==> config.mk <==
export PLATFORM = sky130hd
export DESIGN_NAME = double_extended_float_converter
export DESIGN_NICKNAME = d
export VERILOG_FILES = /design/src/hdl/dxfc_pkg.sv /design/src/hdl/dxfc_convert.sv /design/src/hdl/double_extended_float_converter.sv
export SDC_FILE = /design/constraint.sdc
export NUM_CORES = 1
export LEC_CHECK = 0
export ABC_AREA = 1
export BUFFER_PORTS_ARGS = -buffer_cell sky130_fd_sc_hd__buf_2
export CORE_AREA = 5 5 161 201
export DETAILED_ROUTE_END_ITERATION = 8
export DIE_AREA = 0 0 166 206
export HOLD_SLACK_MARGIN = 0.02
export PLACE_DENSITY = 0.61
export SYNTH_ARGS = -nofsm -noshare
export SYNTH_HDL_FRONTEND = slang
export SYNTH_SLANG_ARGS = --single-unit
==> constraint.sdc <==
create_clock -name clk -period 7.2 [get_ports clk]
set_input_delay 1.08 -clock clk [delete_from_list [all_inputs] [get_ports clk]]
set_output_delay 1.08 -clock clk [all_outputs]
set_load 0.05 [all_outputs]
==> src/hdl/dxfc_pkg.sv <==
// Shared constants and types for the binary64 / 80-bit extended converter.
// No dependencies; imported by dxfc_convert, double_extended_float_converter and tb_top.
`timescale 1ns / 1ps
`default_nettype none

package dxfc_pkg;

    // Beat widths
    localparam int FRAC_W  = 64;
    localparam int WORD_W  = 16;
    localparam int DATA_W  = FRAC_W + WORD_W;

    // Field widths of the two formats
    localparam int F52_W   = 52;
    localparam int E11_W   = 11;
    localparam int E15_W   = 15;

    localparam logic [E11_W-1:0] EXP11_ALL = 11'h7ff;
    localparam logic [E15_W-1:0] EXP15_ALL = 15'h7fff;

    // Bias difference 16383 - 1023
    localparam logic [E15_W-1:0] REBIAS           = 15'd15360;
    // Narrowing thresholds on the 15-bit exponent
    localparam logic [E15_W-1:0] NARROW_MIN_NORM  = 15'd15361;  // rebiased exponent 1
    localparam logic [E15_W-1:0] NARROW_OVF       = 15'd17407;  // rebiased exponent 0x7ff
    localparam logic [E15_W-1:0] NARROW_MIN_DENRM = 15'd15298;  // shift of 63

    typedef enum logic
    {
        ACT_WIDEN  = 1'b0,
        ACT_NARROW = 1'b1
    } action_t;

endpackage

`default_nettype wire

==> src/hdl/dxfc_convert.sv <==
// Combinational conversion of one beat between binary64 and 80-bit extended.
// Depends on dxfc_pkg for field widths, exponent constants and action codes.
`timescale 1ns / 1ps
`default_nettype none

module dxfc_convert
    import dxfc_pkg::*;
(
    input  wire action_t            action,
    input  wire logic [FRAC_W-1:0]  value_low,
    input  wire logic [WORD_W-1:0]  value_high,
    output logic      [FRAC_W-1:0]  result_low,
    output logic      [WORD_W-1:0]  result_high
);

    // Widening fields
    logic              w_sign;
    logic [E11_W-1:0]  w_exp;
    logic [F52_W-1:0]  w_frac;
    logic [FRAC_W-1:0] w_norm;
    logic [5:0]        w_lz;
    logic [FRAC_W-1:0] w_low;
    logic [E15_W-1:0]  w_exp15;

    // Narrowing fields
    logic              n_sign;
    logic [E15_W-1:0]  n_exp;
    logic [F52_W-1:0]  n_frac;
    logic [E15_W-1:0]  n_rebiased;
    logic [E15_W-1:0]  n_shift;
    logic [F52_W:0]    n_denorm;
    logic [FRAC_W-1:0] n_low;

    assign w_sign = value_low[FRAC_W-1];
    assign w_exp  = value_low[FRAC_W-2 -: E11_W];
    assign w_frac = value_low[F52_W-1:0];

    // Normalize a denormal by binary search: six shift steps of 32..1
    always_comb
    begin
        w_norm = {w_frac, 12'b0};
        w_lz   = 6'd0;
        if (w_norm[63:32] == '0)
        begin
            w_norm = {w_norm[31:0], 32'b0};
            w_lz   = w_lz | 6'd32;
        end
        if (w_norm[63:48] == '0)
        begin
            w_norm = {w_norm[47:0], 16'b0};
            w_lz   = w_lz | 6'd16;
        end
        if (w_norm[63:56] == '0)
        begin
            w_norm = {w_norm[55:0], 8'b0};
            w_lz   = w_lz | 6'd8;
        end
        if (w_norm[63:60] == '0)
        begin
            w_norm = {w_norm[59:0], 4'b0};
            w_lz   = w_lz | 6'd4;
        end
        if (w_norm[63:62] == '0)
        begin
            w_norm = {w_norm[61:0], 2'b0};
            w_lz   = w_lz | 6'd2;
        end
        if (!w_norm[63])
        begin
            w_norm = {w_norm[62:0], 1'b0};
            w_lz   = w_lz | 6'd1;
        end
    end

    always_comb
    begin
        if (w_exp == EXP11_ALL)
        begin
            w_exp15 = EXP15_ALL;
            w_low   = {w_frac, 12'b0};
        end
        else if (w_exp == '0)
        begin
            if (w_frac == '0)
            begin
                w_exp15 = '0;
                w_low   = '0;
            end
            else
            begin
                // drop the leading one into the hidden bit
                w_exp15 = REBIAS - {9'b0, w_lz};
                w_low   = {w_norm[62:0], 1'b0};
            end
        end
        else
        begin
            w_exp15 = {4'b0, w_exp} + REBIAS;
            w_low   = {w_frac, 12'b0};
        end
    end

    assign n_sign     = value_high[WORD_W-1];
    assign n_exp      = value_high[E15_W-1:0];
    assign n_frac     = value_low[FRAC_W-1:FRAC_W-F52_W];
    assign n_rebiased = n_exp - REBIAS;
    assign n_shift    = NARROW_MIN_NORM - n_exp;
    assign n_denorm   = {1'b1, n_frac} >> n_shift[5:0];

    always_comb
    begin
        if (n_exp == EXP15_ALL)
            n_low = {n_sign, EXP11_ALL, n_frac};
        else if (n_exp == '0)
            n_low = {n_sign, 63'b0};
        else if (n_exp >= NARROW_OVF)
            n_low = {n_sign, EXP11_ALL, 52'b0};
        else if (n_exp >= NARROW_MIN_NORM)
            n_low = {n_sign, n_rebiased[E11_W-1:0], n_frac};
        else if (n_exp >= NARROW_MIN_DENRM)
            n_low = {n_sign, 10'b0, n_denorm};
        else
            n_low = {n_sign, 63'b0};
    end

    always_comb
    begin
        case (action)
            ACT_WIDEN:
            begin
                result_low  = w_low;
                result_high = {w_sign, w_exp15};
            end
            ACT_NARROW:
            begin
                result_low  = n_low;
                result_high = '0;
            end
            default:
            begin
                result_low  = '0;
                result_high = '0;
            end
        endcase
    end

endmodule

`default_nettype wire

==> src/hdl/double_extended_float_converter.sv <==
// Top level of the binary64 / 80-bit extended converter: input register,
// conversion logic and result register. Depends on dxfc_pkg and dxfc_convert.
//
// Usage:
//   s_axis carries one value per beat: tuser selects the direction
//   (0 widen binary64 to 80-bit, 1 narrow 80-bit to binary64), tdata holds
//   value_low in bits 63:0 and value_high in bits 79:64.
//   m_axis returns one beat per input beat, in order: result_low in bits
//   63:0, result_high in bits 79:64 (zero after narrowing).
//   Path: an accepted beat passes through the input register, then the
//   result register, before it is presented on m_axis.
//   Throughput: one beat per cycle while m_axis_tready is high; the
//   conversion is a single pass of logic between the two registers, with a
//   six-step normalizing shift as its longest path.
//   Reset clears both valid flags; nothing else needs initializing.
//   When m_axis_tready is low, the result register holds and the input
//   register fills; s_axis_tready drops only once both are occupied.
//
`timescale 1ns / 1ps
`default_nettype none

module double_extended_float_converter
    import dxfc_pkg::*;
(
    input  wire logic              clk,
    input  wire logic              rst_n,

    input  wire logic              s_axis_tvalid,
    output logic                   s_axis_tready,
    input  wire logic [DATA_W-1:0] s_axis_tdata,   // value_low [63:0], value_high [79:64]
    input  wire logic              s_axis_tuser,   // action [0]

    output logic                   m_axis_tvalid,
    input  wire logic              m_axis_tready,
    output logic      [DATA_W-1:0] m_axis_tdata    // result_low [63:0], result_high [79:64]
);

    logic              in_valid_reg;
    logic              in_action_reg;
    logic [DATA_W-1:0] in_data_reg;
    logic              out_valid_reg;
    logic [DATA_W-1:0] out_data_reg;

    logic              out_load;
    logic              in_load;
    logic [FRAC_W-1:0] conv_low;
    logic [WORD_W-1:0] conv_high;

    // Advance the input register into the result register whenever it is free
    assign out_load      = !out_valid_reg || m_axis_tready;
    assign s_axis_tready = !in_valid_reg || out_load;
    assign in_load       = s_axis_tvalid && s_axis_tready;

    dxfc_convert u_convert
    (
        .action      (action_t'(in_action_reg)),
        .value_low   (in_data_reg[FRAC_W-1:0]),
        .value_high  (in_data_reg[DATA_W-1:FRAC_W]),
        .result_low  (conv_low),
        .result_high (conv_high)
    );

    always_ff @(posedge clk or negedge rst_n)
    begin
        if (!rst_n)
        begin
            in_valid_reg  <= 1'b0;
            out_valid_reg <= 1'b0;
        end
        else
        begin
            if (s_axis_tready)
                in_valid_reg <= s_axis_tvalid;
            if (out_load)
                out_valid_reg <= in_valid_reg;
        end
    end

    always_ff @(posedge clk)
    begin
        if (in_load)
        begin
            in_action_reg <= s_axis_tuser;
            in_data_reg   <= s_axis_tdata;
        end
        if (out_load && in_valid_reg)
            out_data_reg <= {conv_high, conv_low};
    end

    assign m_axis_tvalid = out_valid_reg;
    assign m_axis_tdata  = out_data_reg;

endmodule

`default_nettype wire

==> summary.md, run 1 <==
| Metric | Value |
|---|---|
| Status | `complete, no violations` |
| Worst slew pin tran | `1.07 ns` |
| Num Clock Sinks | `161` |
| CTS tree | `yes` |
| GR Overflow Total | `0` |
| Detailed Routing Iterations Pass 1 | `8` |
| Period minus WS final | `5.94 ns` |
| Yosys top cell area share | `0.357` |
| Cell taking the most area after synthesis | `edfxtp_1` |
| Nets | `2,041` |
| CP endpoint kind | `flip-flop` |
| Synth Flop Type | `edfxtp_1` |
| Static Leakage | `6.49 nW` |
| Most frequent cells after synthesis | `506 x nand2_1, 280 x nand3_1, 159 x edfxtp_1, 149 x o21ai_0, 146 x a21oi_1` |
| Area Growth Syn to Fin | `11.7%` |
| IO buf count | `166` |
| Initial DRC Count | `1,986` |
| Routed wire per std cell | `25.9 um` |
| Post-CTS Resized | `0` |
| Synthesized cell area | `13,400 um^2` |
| CTS Buf Count | `17` |
| R2R cell count | `24` |
| Hold Violations, Final | `0` |
| Setup violations, final | `0` |
| Worst min-delay path class | `in2async` |
| Post-synth EDFFs | `159` |
| Die Span X | `166 um` |
| Share of cells above drive strength 1 | `0.141` |
| Synth Instances | `1,873` |
| TNS Setup | `0 ns` |
| Startpoint Class | `flip-flop` |
| Fmax | `0.168 GHz` |
| DRC Markers | `0` |
| Initial Utilization | `0.444` |
| Largest register FFs | `80` |
| Post-route ant nets | `0` |
| Initial antenna violation count | `1` |
| CP Class | `reg2reg` |
| Final Util | `0.495` |
| RR Startpoint | `in_data_reg[24]` |
| Most common cell in the netlist | `nand2_1` |
| Syn_nets | `1,961` |
| Setup bufs post-CTS | `0` |
| Htree depth | `4` |
| Minimum hold slack | `0.398 ns` |
| Register bit total from synthesis | `161` |
| M3 GR Usage | `0.0606` |
| Synth Warn # | `0` |
| Placed inst area | `14,300 um^2` |
| Rel. slew slack | `0.286` |
| Worst Path Required | `7.49 ns` |
| Die area | `34,200 um^2` |
| M2 GR Usage | `0.609` |
| Setup WS pre-CTS | `1.39 ns` |
| IO Pins | `167` |
| Maximum vdd drop | `0.000146 V` |
| First-pass GRT wire length | `88,800 um` |
| RSZ-0062 raised after global routing | `no` |
| Vias per cell | `6.15` |
| DP HPWL | `48,500 um` |
| MaxCap Viol Count | `0` |
| Post-Route WL | `61,400 um` |
| Tot Pwr | `3.28 mW` |
| Largest net degree at the start of global routing | `79` |
| Cell Count, Final, Fillers Out | `2,368` |
| Num rows | `71` |
| Post-route setup slack | `1.26 ns` |
| Via count | `14,553` |
| Gpl congestion | `1.04` |
| Pwr Density | `220 nW/um^2` |
| Unique cell type count in the Yosys netlist | `50` |
| Top area cells in the synthesized netlist | `edfxtp_1 36%, nand2_1 14%, nand3_1 10%` |
| Number of global-route vias before repair | `13,921` |
| Flop-to-flop setup slack | `1.26 ns` |
| Maximum root-to-sink buffer count | `2` |
| Placed Instances | `2,335` |
| GRT Total Usage | `0.345` |
| Synth Area per Inst | `7.13 um^2` |
| Reg clk slew, reported paths | `0.07 ns` |
| Met1 GRT Util | `0.409` |
| GR peak layer | `met2` |
| Worst skew pair latency | `0.45 ns` |
| Hold buffer count at CTS | `0` |
| Crit Path Max Fanout | `35` |
| Fin crit share | `0.825` |
| Ys async rst share | `0.0124` |
| Clock Tree Root | `clkbuf_16` |
| Finished Cell Area | `14,900 um^2` |
| Core region area | `30,100 um^2` |
| Max Transition Viols Final | `0` |
| Worst R2R End | `m_axis_tdata[59]` |
| Die height | `206 um` |
| WP data arrival | `6.23 ns` |
| Clock skew | `0.0112 ns` |
| Seq/Total Area, Yosys | `0.361` |
==> cell usage in the layout, fill, tap and decap left out, drive strengths merged, types with 2 or more instances in the layout <==
master      n
nor3       15
a221oi     33
inv       130
dfrtp       2
nor2      107
edfxtp    159
a221o      10
a211oi     11
a31oi      12
o22ai       4
nand3     280
clkinvlp    3
o221ai      2
nand2     523
ha          3
a32o        3
a21oi     146
mux2i      88
clkbuf     18
a22oi       3
a2111oi     2
nand4       7
nor4        9
o211ai     11
or2         4
clkinv      7
o21ai     159
buf       205
==> layer usage <==
layer | wire length (um) | vias up
met2 | 30400 | 737
met5 | 13 | -
met1 | 23200 | 6947
met3 | 4390 | 178
met4 | 3350 | 2
li1 | - | 6689
==> report_power, final <==
part | internal (mW) | switching, mW | total (mW)
combinational | 0.293 | 0.856 | 1.15
sequential | 1.14 | 0.0714 | 1.22
clock | 0.461 | 0.450 | 0.912
total | 1.90 | 1.38 | 3.28
==> final cells by class <==
| class | instances | area (um^2) |
|---|---|---|
| multi-input combinational | 1442 | 7420 |
| tap | 401 | 502 |
| fill | 3081 | 15200 |
| timing repair buffer | 205 | 1120 |
| clock buffer | 18 | 429 |
| sequential | 161 | 4820 |
| inverter | 126 | 474 |
| clock inverter | 14 | 141 |
| antenna | 1 | 2.50 |
==> logic make-up (layout without fill, tap and decap cells) <==
family | count (synthesis) | in the layout | synth area share
adders and majority gates | 3 | 3 | 0.00281
DFF | 161 | 161 | 0.361
xor gates and xnor gates | 1 | 1 | 0.000656
and+or+nand+nor | 948 | 948 | 0.308
AOI/OAI and AO/OA | 402 | 402 | 0.175
other | 0 | 1 | 0
muxes | 88 | 88 | 0.0659
buffers and inverters | 270 | 363 | 0.0861
==> worst max-delay path by stage <==
stage / from / end / slack, ns / cells after the start
after floorplan: m_axis_tready / m_axis_tdata[0] / 1.76 / 2
after global placement: in_data_reg[24] / m_axis_tdata[26] / 1.47 / 28
after detailed placement: in_data_reg[24] / m_axis_tdata[26] / 1.39 / 28
after CTS: in_data_reg[24] / m_axis_tdata[26] / 1.37 / 28
after global routing: in_data_reg[24] / m_axis_tdata[49] / 0.80 / 28
final: in_data_reg[24] / m_axis_tdata[59] / 1.26 / 24
==> critical path, stage by stage (launching register included) <==
cell and delay [ns]:
edfxtp_1 0.62, nor2_1 0.17, nand2_1 0.06, nor2_1 0.26, nand2_2 0.10, nor2_4 0.60, nand2_1 0.11, nand2_1 0.15
nor2_1 0.07, nand2_2 0.12, nor2_8 0.08, nand2_4 0.26, inv_2 0.28, a21oi_1 0.27, nand3b_1 0.14, nand2_1 0.08
nor2_4 0.53, a31oi_4 0.16, buf_4 0.26, nand2_2 0.50, buf_4 0.35, nand2_1 0.10, nand3_1 0.09, nand3_1 0.16
a21oi_1 0.21
(Power assumes the default switching activity.)
==> run 2, diff against run 1 <==
--- a/config.mk
+++ b/config.mk
@@ -11,7 +11,7 @@
 export DETAILED_ROUTE_END_ITERATION = 8
 export DIE_AREA = 0 0 166 206
 export HOLD_SLACK_MARGIN = 0.02
-export PLACE_DENSITY = 0.61
+export PLACE_DENSITY = 0.63
 export SYNTH_ARGS = -nofsm -noshare
 export SYNTH_HDL_FRONTEND = slang
 export SYNTH_SLANG_ARGS = --single-unit
==> constraint.sdc (replaced) <==
create_clock -name clk -period 5.05 [get_ports clk]
set_input_delay 0.7575 -clock clk [delete_from_list [all_inputs] [get_ports clk]]
set_output_delay 0.7575 -clock clk [all_outputs]
set_load 0.05 [all_outputs]
==> run 2 against run 1 <==
Critical path depth up 2; sequential power up 42%; clock skew up 0.0020 ns; non-clock buffer count up 41; critical path type unchanged; via count up 2.8%; core utilization up 1.2 points; die area unchanged; global-route usage up 1.2 points; maximum frequency up 24%; cell count up 1.8%; register-to-register slack worse by 0.98 ns.
==> summary.md, run 2 (synthesis gave the netlist of run 1 again) <==
| Metric | Value |
|---|---|
| Post-route ant nets | `0 (unchanged)` |
| Max Used Layer | `met5` |
| FILL cells | `3,050 (-1.0%)` |
| Htree depth | `4 (unchanged)` |
| Pwr Density | `309 nW/um^2 (+41%)` |
| Initial DRC Count | `2,322 (+17%)` |
| Reg clk slew, reported paths | `0.07 ns (about the same)` |
| Clock Tree Root | `clkbuf_16` |
| Most frequent cells in the layout | `506 x nand2_1, 280 x nand3_1, 166 x buf_2, 159 x edfxtp_1, 145 x a21oi_1` |
| Crit Path Max Fanout | `51 (+46%)` |
| Clock skew | `0.0132 ns (+0.00196 ns)` |
| CP endpoint kind | `flip-flop` |
| Commonest non-fill, non-tap cell in the layout | `nand2_1` |
| Internal | `2.78 mW (+47%)` |
| Maximum root-to-sink buffer count | `2 (unchanged)` |
| CTS Buf Count | `17 (unchanged)` |
| Multi-input gate area | `7430 um^2 (+0.20%)` |
| Largest register FFs | `80 (unchanged)` |
| Initial antenna violation count | `2 (+1)` |
| Number of global-route vias before repair | `14,275 (+2.5%)` |
| Rel. slew slack | `0.384 (+0.0974)` |
| GRT Total Usage | `0.358 (+0.0121)` |
| Die area | `34,200 um^2 (unchanged)` |
| Hold buffer count at CTS | `0 (unchanged)` |
| Worst path slowest cell | `edfxtp_1` |
| Maximum vdd drop | `0.000208 V (+43%)` |
| Worst path most repeated cell | `nand2_1` |
| IO Pins | `167 (unchanged)` |
| DRC Markers | `0 (unchanged)` |
| Core region area | `30,100 um^2 (unchanged)` |
| Sw Share | `0.410 (-0.0100)` |
| Fmax | `0.209 GHz (+24%)` |
| Net Switching | `1.94 mW (+41%)` |
| Area Growth Syn to Fin | `14.5%` |
| Period minus WS final | `4.78 ns (-1.17 ns)` |
| Largest net degree at the start of global routing | `88 (+11%)` |
| Worst Path Required | `5.23 ns (-2.26 ns)` |
| Status | `complete, no violations` |
| Via count | `14,955 (+2.8%)` |
| RSZ-0062 raised after global routing | `no` |
| Num rows | `71 (unchanged)` |
| WP data arrival | `4.96 ns (-1.27 ns)` |
| Vias per cell | `6.21 (+0.97%)` |
| Startpoint Class | `flip-flop` |
| Tot Pwr | `4.72 mW (+44%)` |
| Die Span X | `166 um (unchanged)` |
| Worst slew pin tran | `0.919 ns (-0.151 ns)` |
| GR Overflow Total | `0 (unchanged)` |
| Logic pwr share | `0.360 (+0.009)` |
| Clock share of power | `0.274 (-0.004)` |
| Num Clock Sinks | `161 (unchanged)` |
| TNS Setup | `0 ns (unchanged)` |
| CTS tree | `yes` |
| Die height | `206 um (unchanged)` |
| CP top delay family | `simple AND/OR/NAND/NOR gates` |
| DP HPWL | `49,500 um (+2.1%)` |
| Routed length on met2 | `30,300 um (-0.23%)` |
| Worst skew pair latency | `0.45 ns (about the same)` |
| IO buf count | `166 (unchanged)` |
| Sum of buffers and inverters on the critical path | `2 (-1)` |
| Gpl congestion | `1.11 (+7.0%)` |
| MaxCap Viol Count | `0 (unchanged)` |
| Max Transition Viols Final | `0 (unchanged)` |
| Metal3 WL | `5300 um (+21%)` |
| Final Util | `0.508 (+0.0125)` |
| Max stage delay on crit path | `0.47 ns (-0.15 ns)` |
| CP Class | `reg2reg` |
| Hold Violations, Final | `0 (unchanged)` |
| Detailed Routing Iterations Pass 1 | `6 (-2)` |
| Nets | `2,083 (+2.1%)` |
| First-pass GRT wire length | `91,800 um (+3.4%)` |
| Reg power frac | `0.366 (-0.005)` |
| Worst min-delay path class | `in2async` |
| Cell Count, Final, Fillers Out | `2,410 (+1.8%)` |
| M1 wire length | `23,500 um (+1.3%)` |
| Sequential cell area | `4820 um^2 (unchanged)` |
| Initial Utilization | `0.444 (unchanged)` |
| Fin crit share | `0.946 (+0.120)` |
| Share of cells above drive strength 1 | `0.159 (+0.0180)` |
| Post-Route WL | `63,100 um (+2.7%)` |
| Routed wire per std cell | `26.2 um (+0.94%)` |
| Setup violations, final | `0 (unchanged)` |
| Placed Instances | `2,374 (+1.7%)` |
| Static Leakage | `6.72 nW (+3.5%)` |
[run 2: cell types whose count changed in the layout (fill, tap and decap cells not counted), moves of 2 or more]
cell | before | now
buf_12 | 0 | 3
buf_4 | 39 | 75
buf_6 | 0 | 2
clkinvlp_4 | 3 | 1
o21ai_0 | 149 | 143
o21ai_1 | 9 | 14
[run 2: per-layer routing]
layer,vias to the layer above,GRT usage
met1,7046,0.439
met2,929,0.610
li1,6779,-
met4,2,0.194
met5,-,0
met3,199,0.0524
[run 2: timing repair]
item,4_1_cts,5_1_grt
endpoints found under the setup margin,1,50
resized for setup,0,12
setup buffers,0,2
gates cloned,1,0
pin swaps,1,0
[run 2: metrics by stage]
stage                     hold slack, ns  cell area [um^2]  setup slack (ns)
after floorplan                    0.457             13400              1.28
after global routing              0.0724             15300           0.00552
after global placement             0.492             14700           -0.0220
final                             0.0768             15300             0.274
after CTS                         0.0687             15300            0.0323
after detailed placement           0.516             14700           -0.0288
[run 2: power groups by stage]
stage / logic [mW] / registers (mW) / clock network [mW]
6_report: 1.70 / 1.73 / 1.29
5_1_grt: 1.80 / 1.73 / 1.37
4_1_cts: 1.66 / 1.73 / 1.31
2_1_floorplan: 0.861 / 1.98 / 0
3_3_place_gp: 1.66 / 1.75 / 0
3_5_place_dp: 1.65 / 1.75 / 0
[run 2: worst paths after layout]
check,cells past startpoint,slack (ns),to,startpoint
max,26,0.27,m_axis_tdata[59],in_data_reg[25]
min in group clk,1,0.48,in_data_reg[14],s_axis_tdata[14]
max reg2reg,26,0.27,m_axis_tdata[59],in_data_reg[25]
min,1,0.08,m_axis_tvalid,rst_n
min reg2reg,2,0.53,m_axis_tvalid,in_valid_reg
max in group asynchronous,1,4.88,in_valid_reg,rst_n
[run 2: layout make-up]
| class | count | area share |
|---|---|---|
| clock inverter | 13 | 0.00933 |
| antenna | 1 | 0.000164 |
| timing repair buffer | 246 | 0.0966 |
| inverter | 126 | 0.0312 |
| sequential | 161 | 0.316 |
| multi-input combinational | 1443 | 0.486 |
| clock buffer | 19 | 0.0283 |
| tap | 401 | 0.0328 |
[run 2: worst register-to-register path, cell delays in order, from the launching register on]
cell,delay [ns]
edfxtp_1,0.47
nor2_1,0.14
nand2_1,0.05
nor2_1,0.30
nand2_2,0.15
nor2_4,0.28
nand2_1,0.13
nand2_1,0.18
nor2_1,0.08
nand2_2,0.13
nor2_8,0.09
nand2_4,0.12
nand2_1,0.07
nand2_1,0.18
nand2_2,0.10
nor2_4,0.16
nand2_2,0.16
buf_4,0.24
o21ai_2,0.23
nand3_1,0.11
nand2_1,0.12
nand2_2,0.14
nand2_4,0.11
buf_12,0.25
nand3_1,0.13
nand3_1,0.27
a21oi_1,0.13
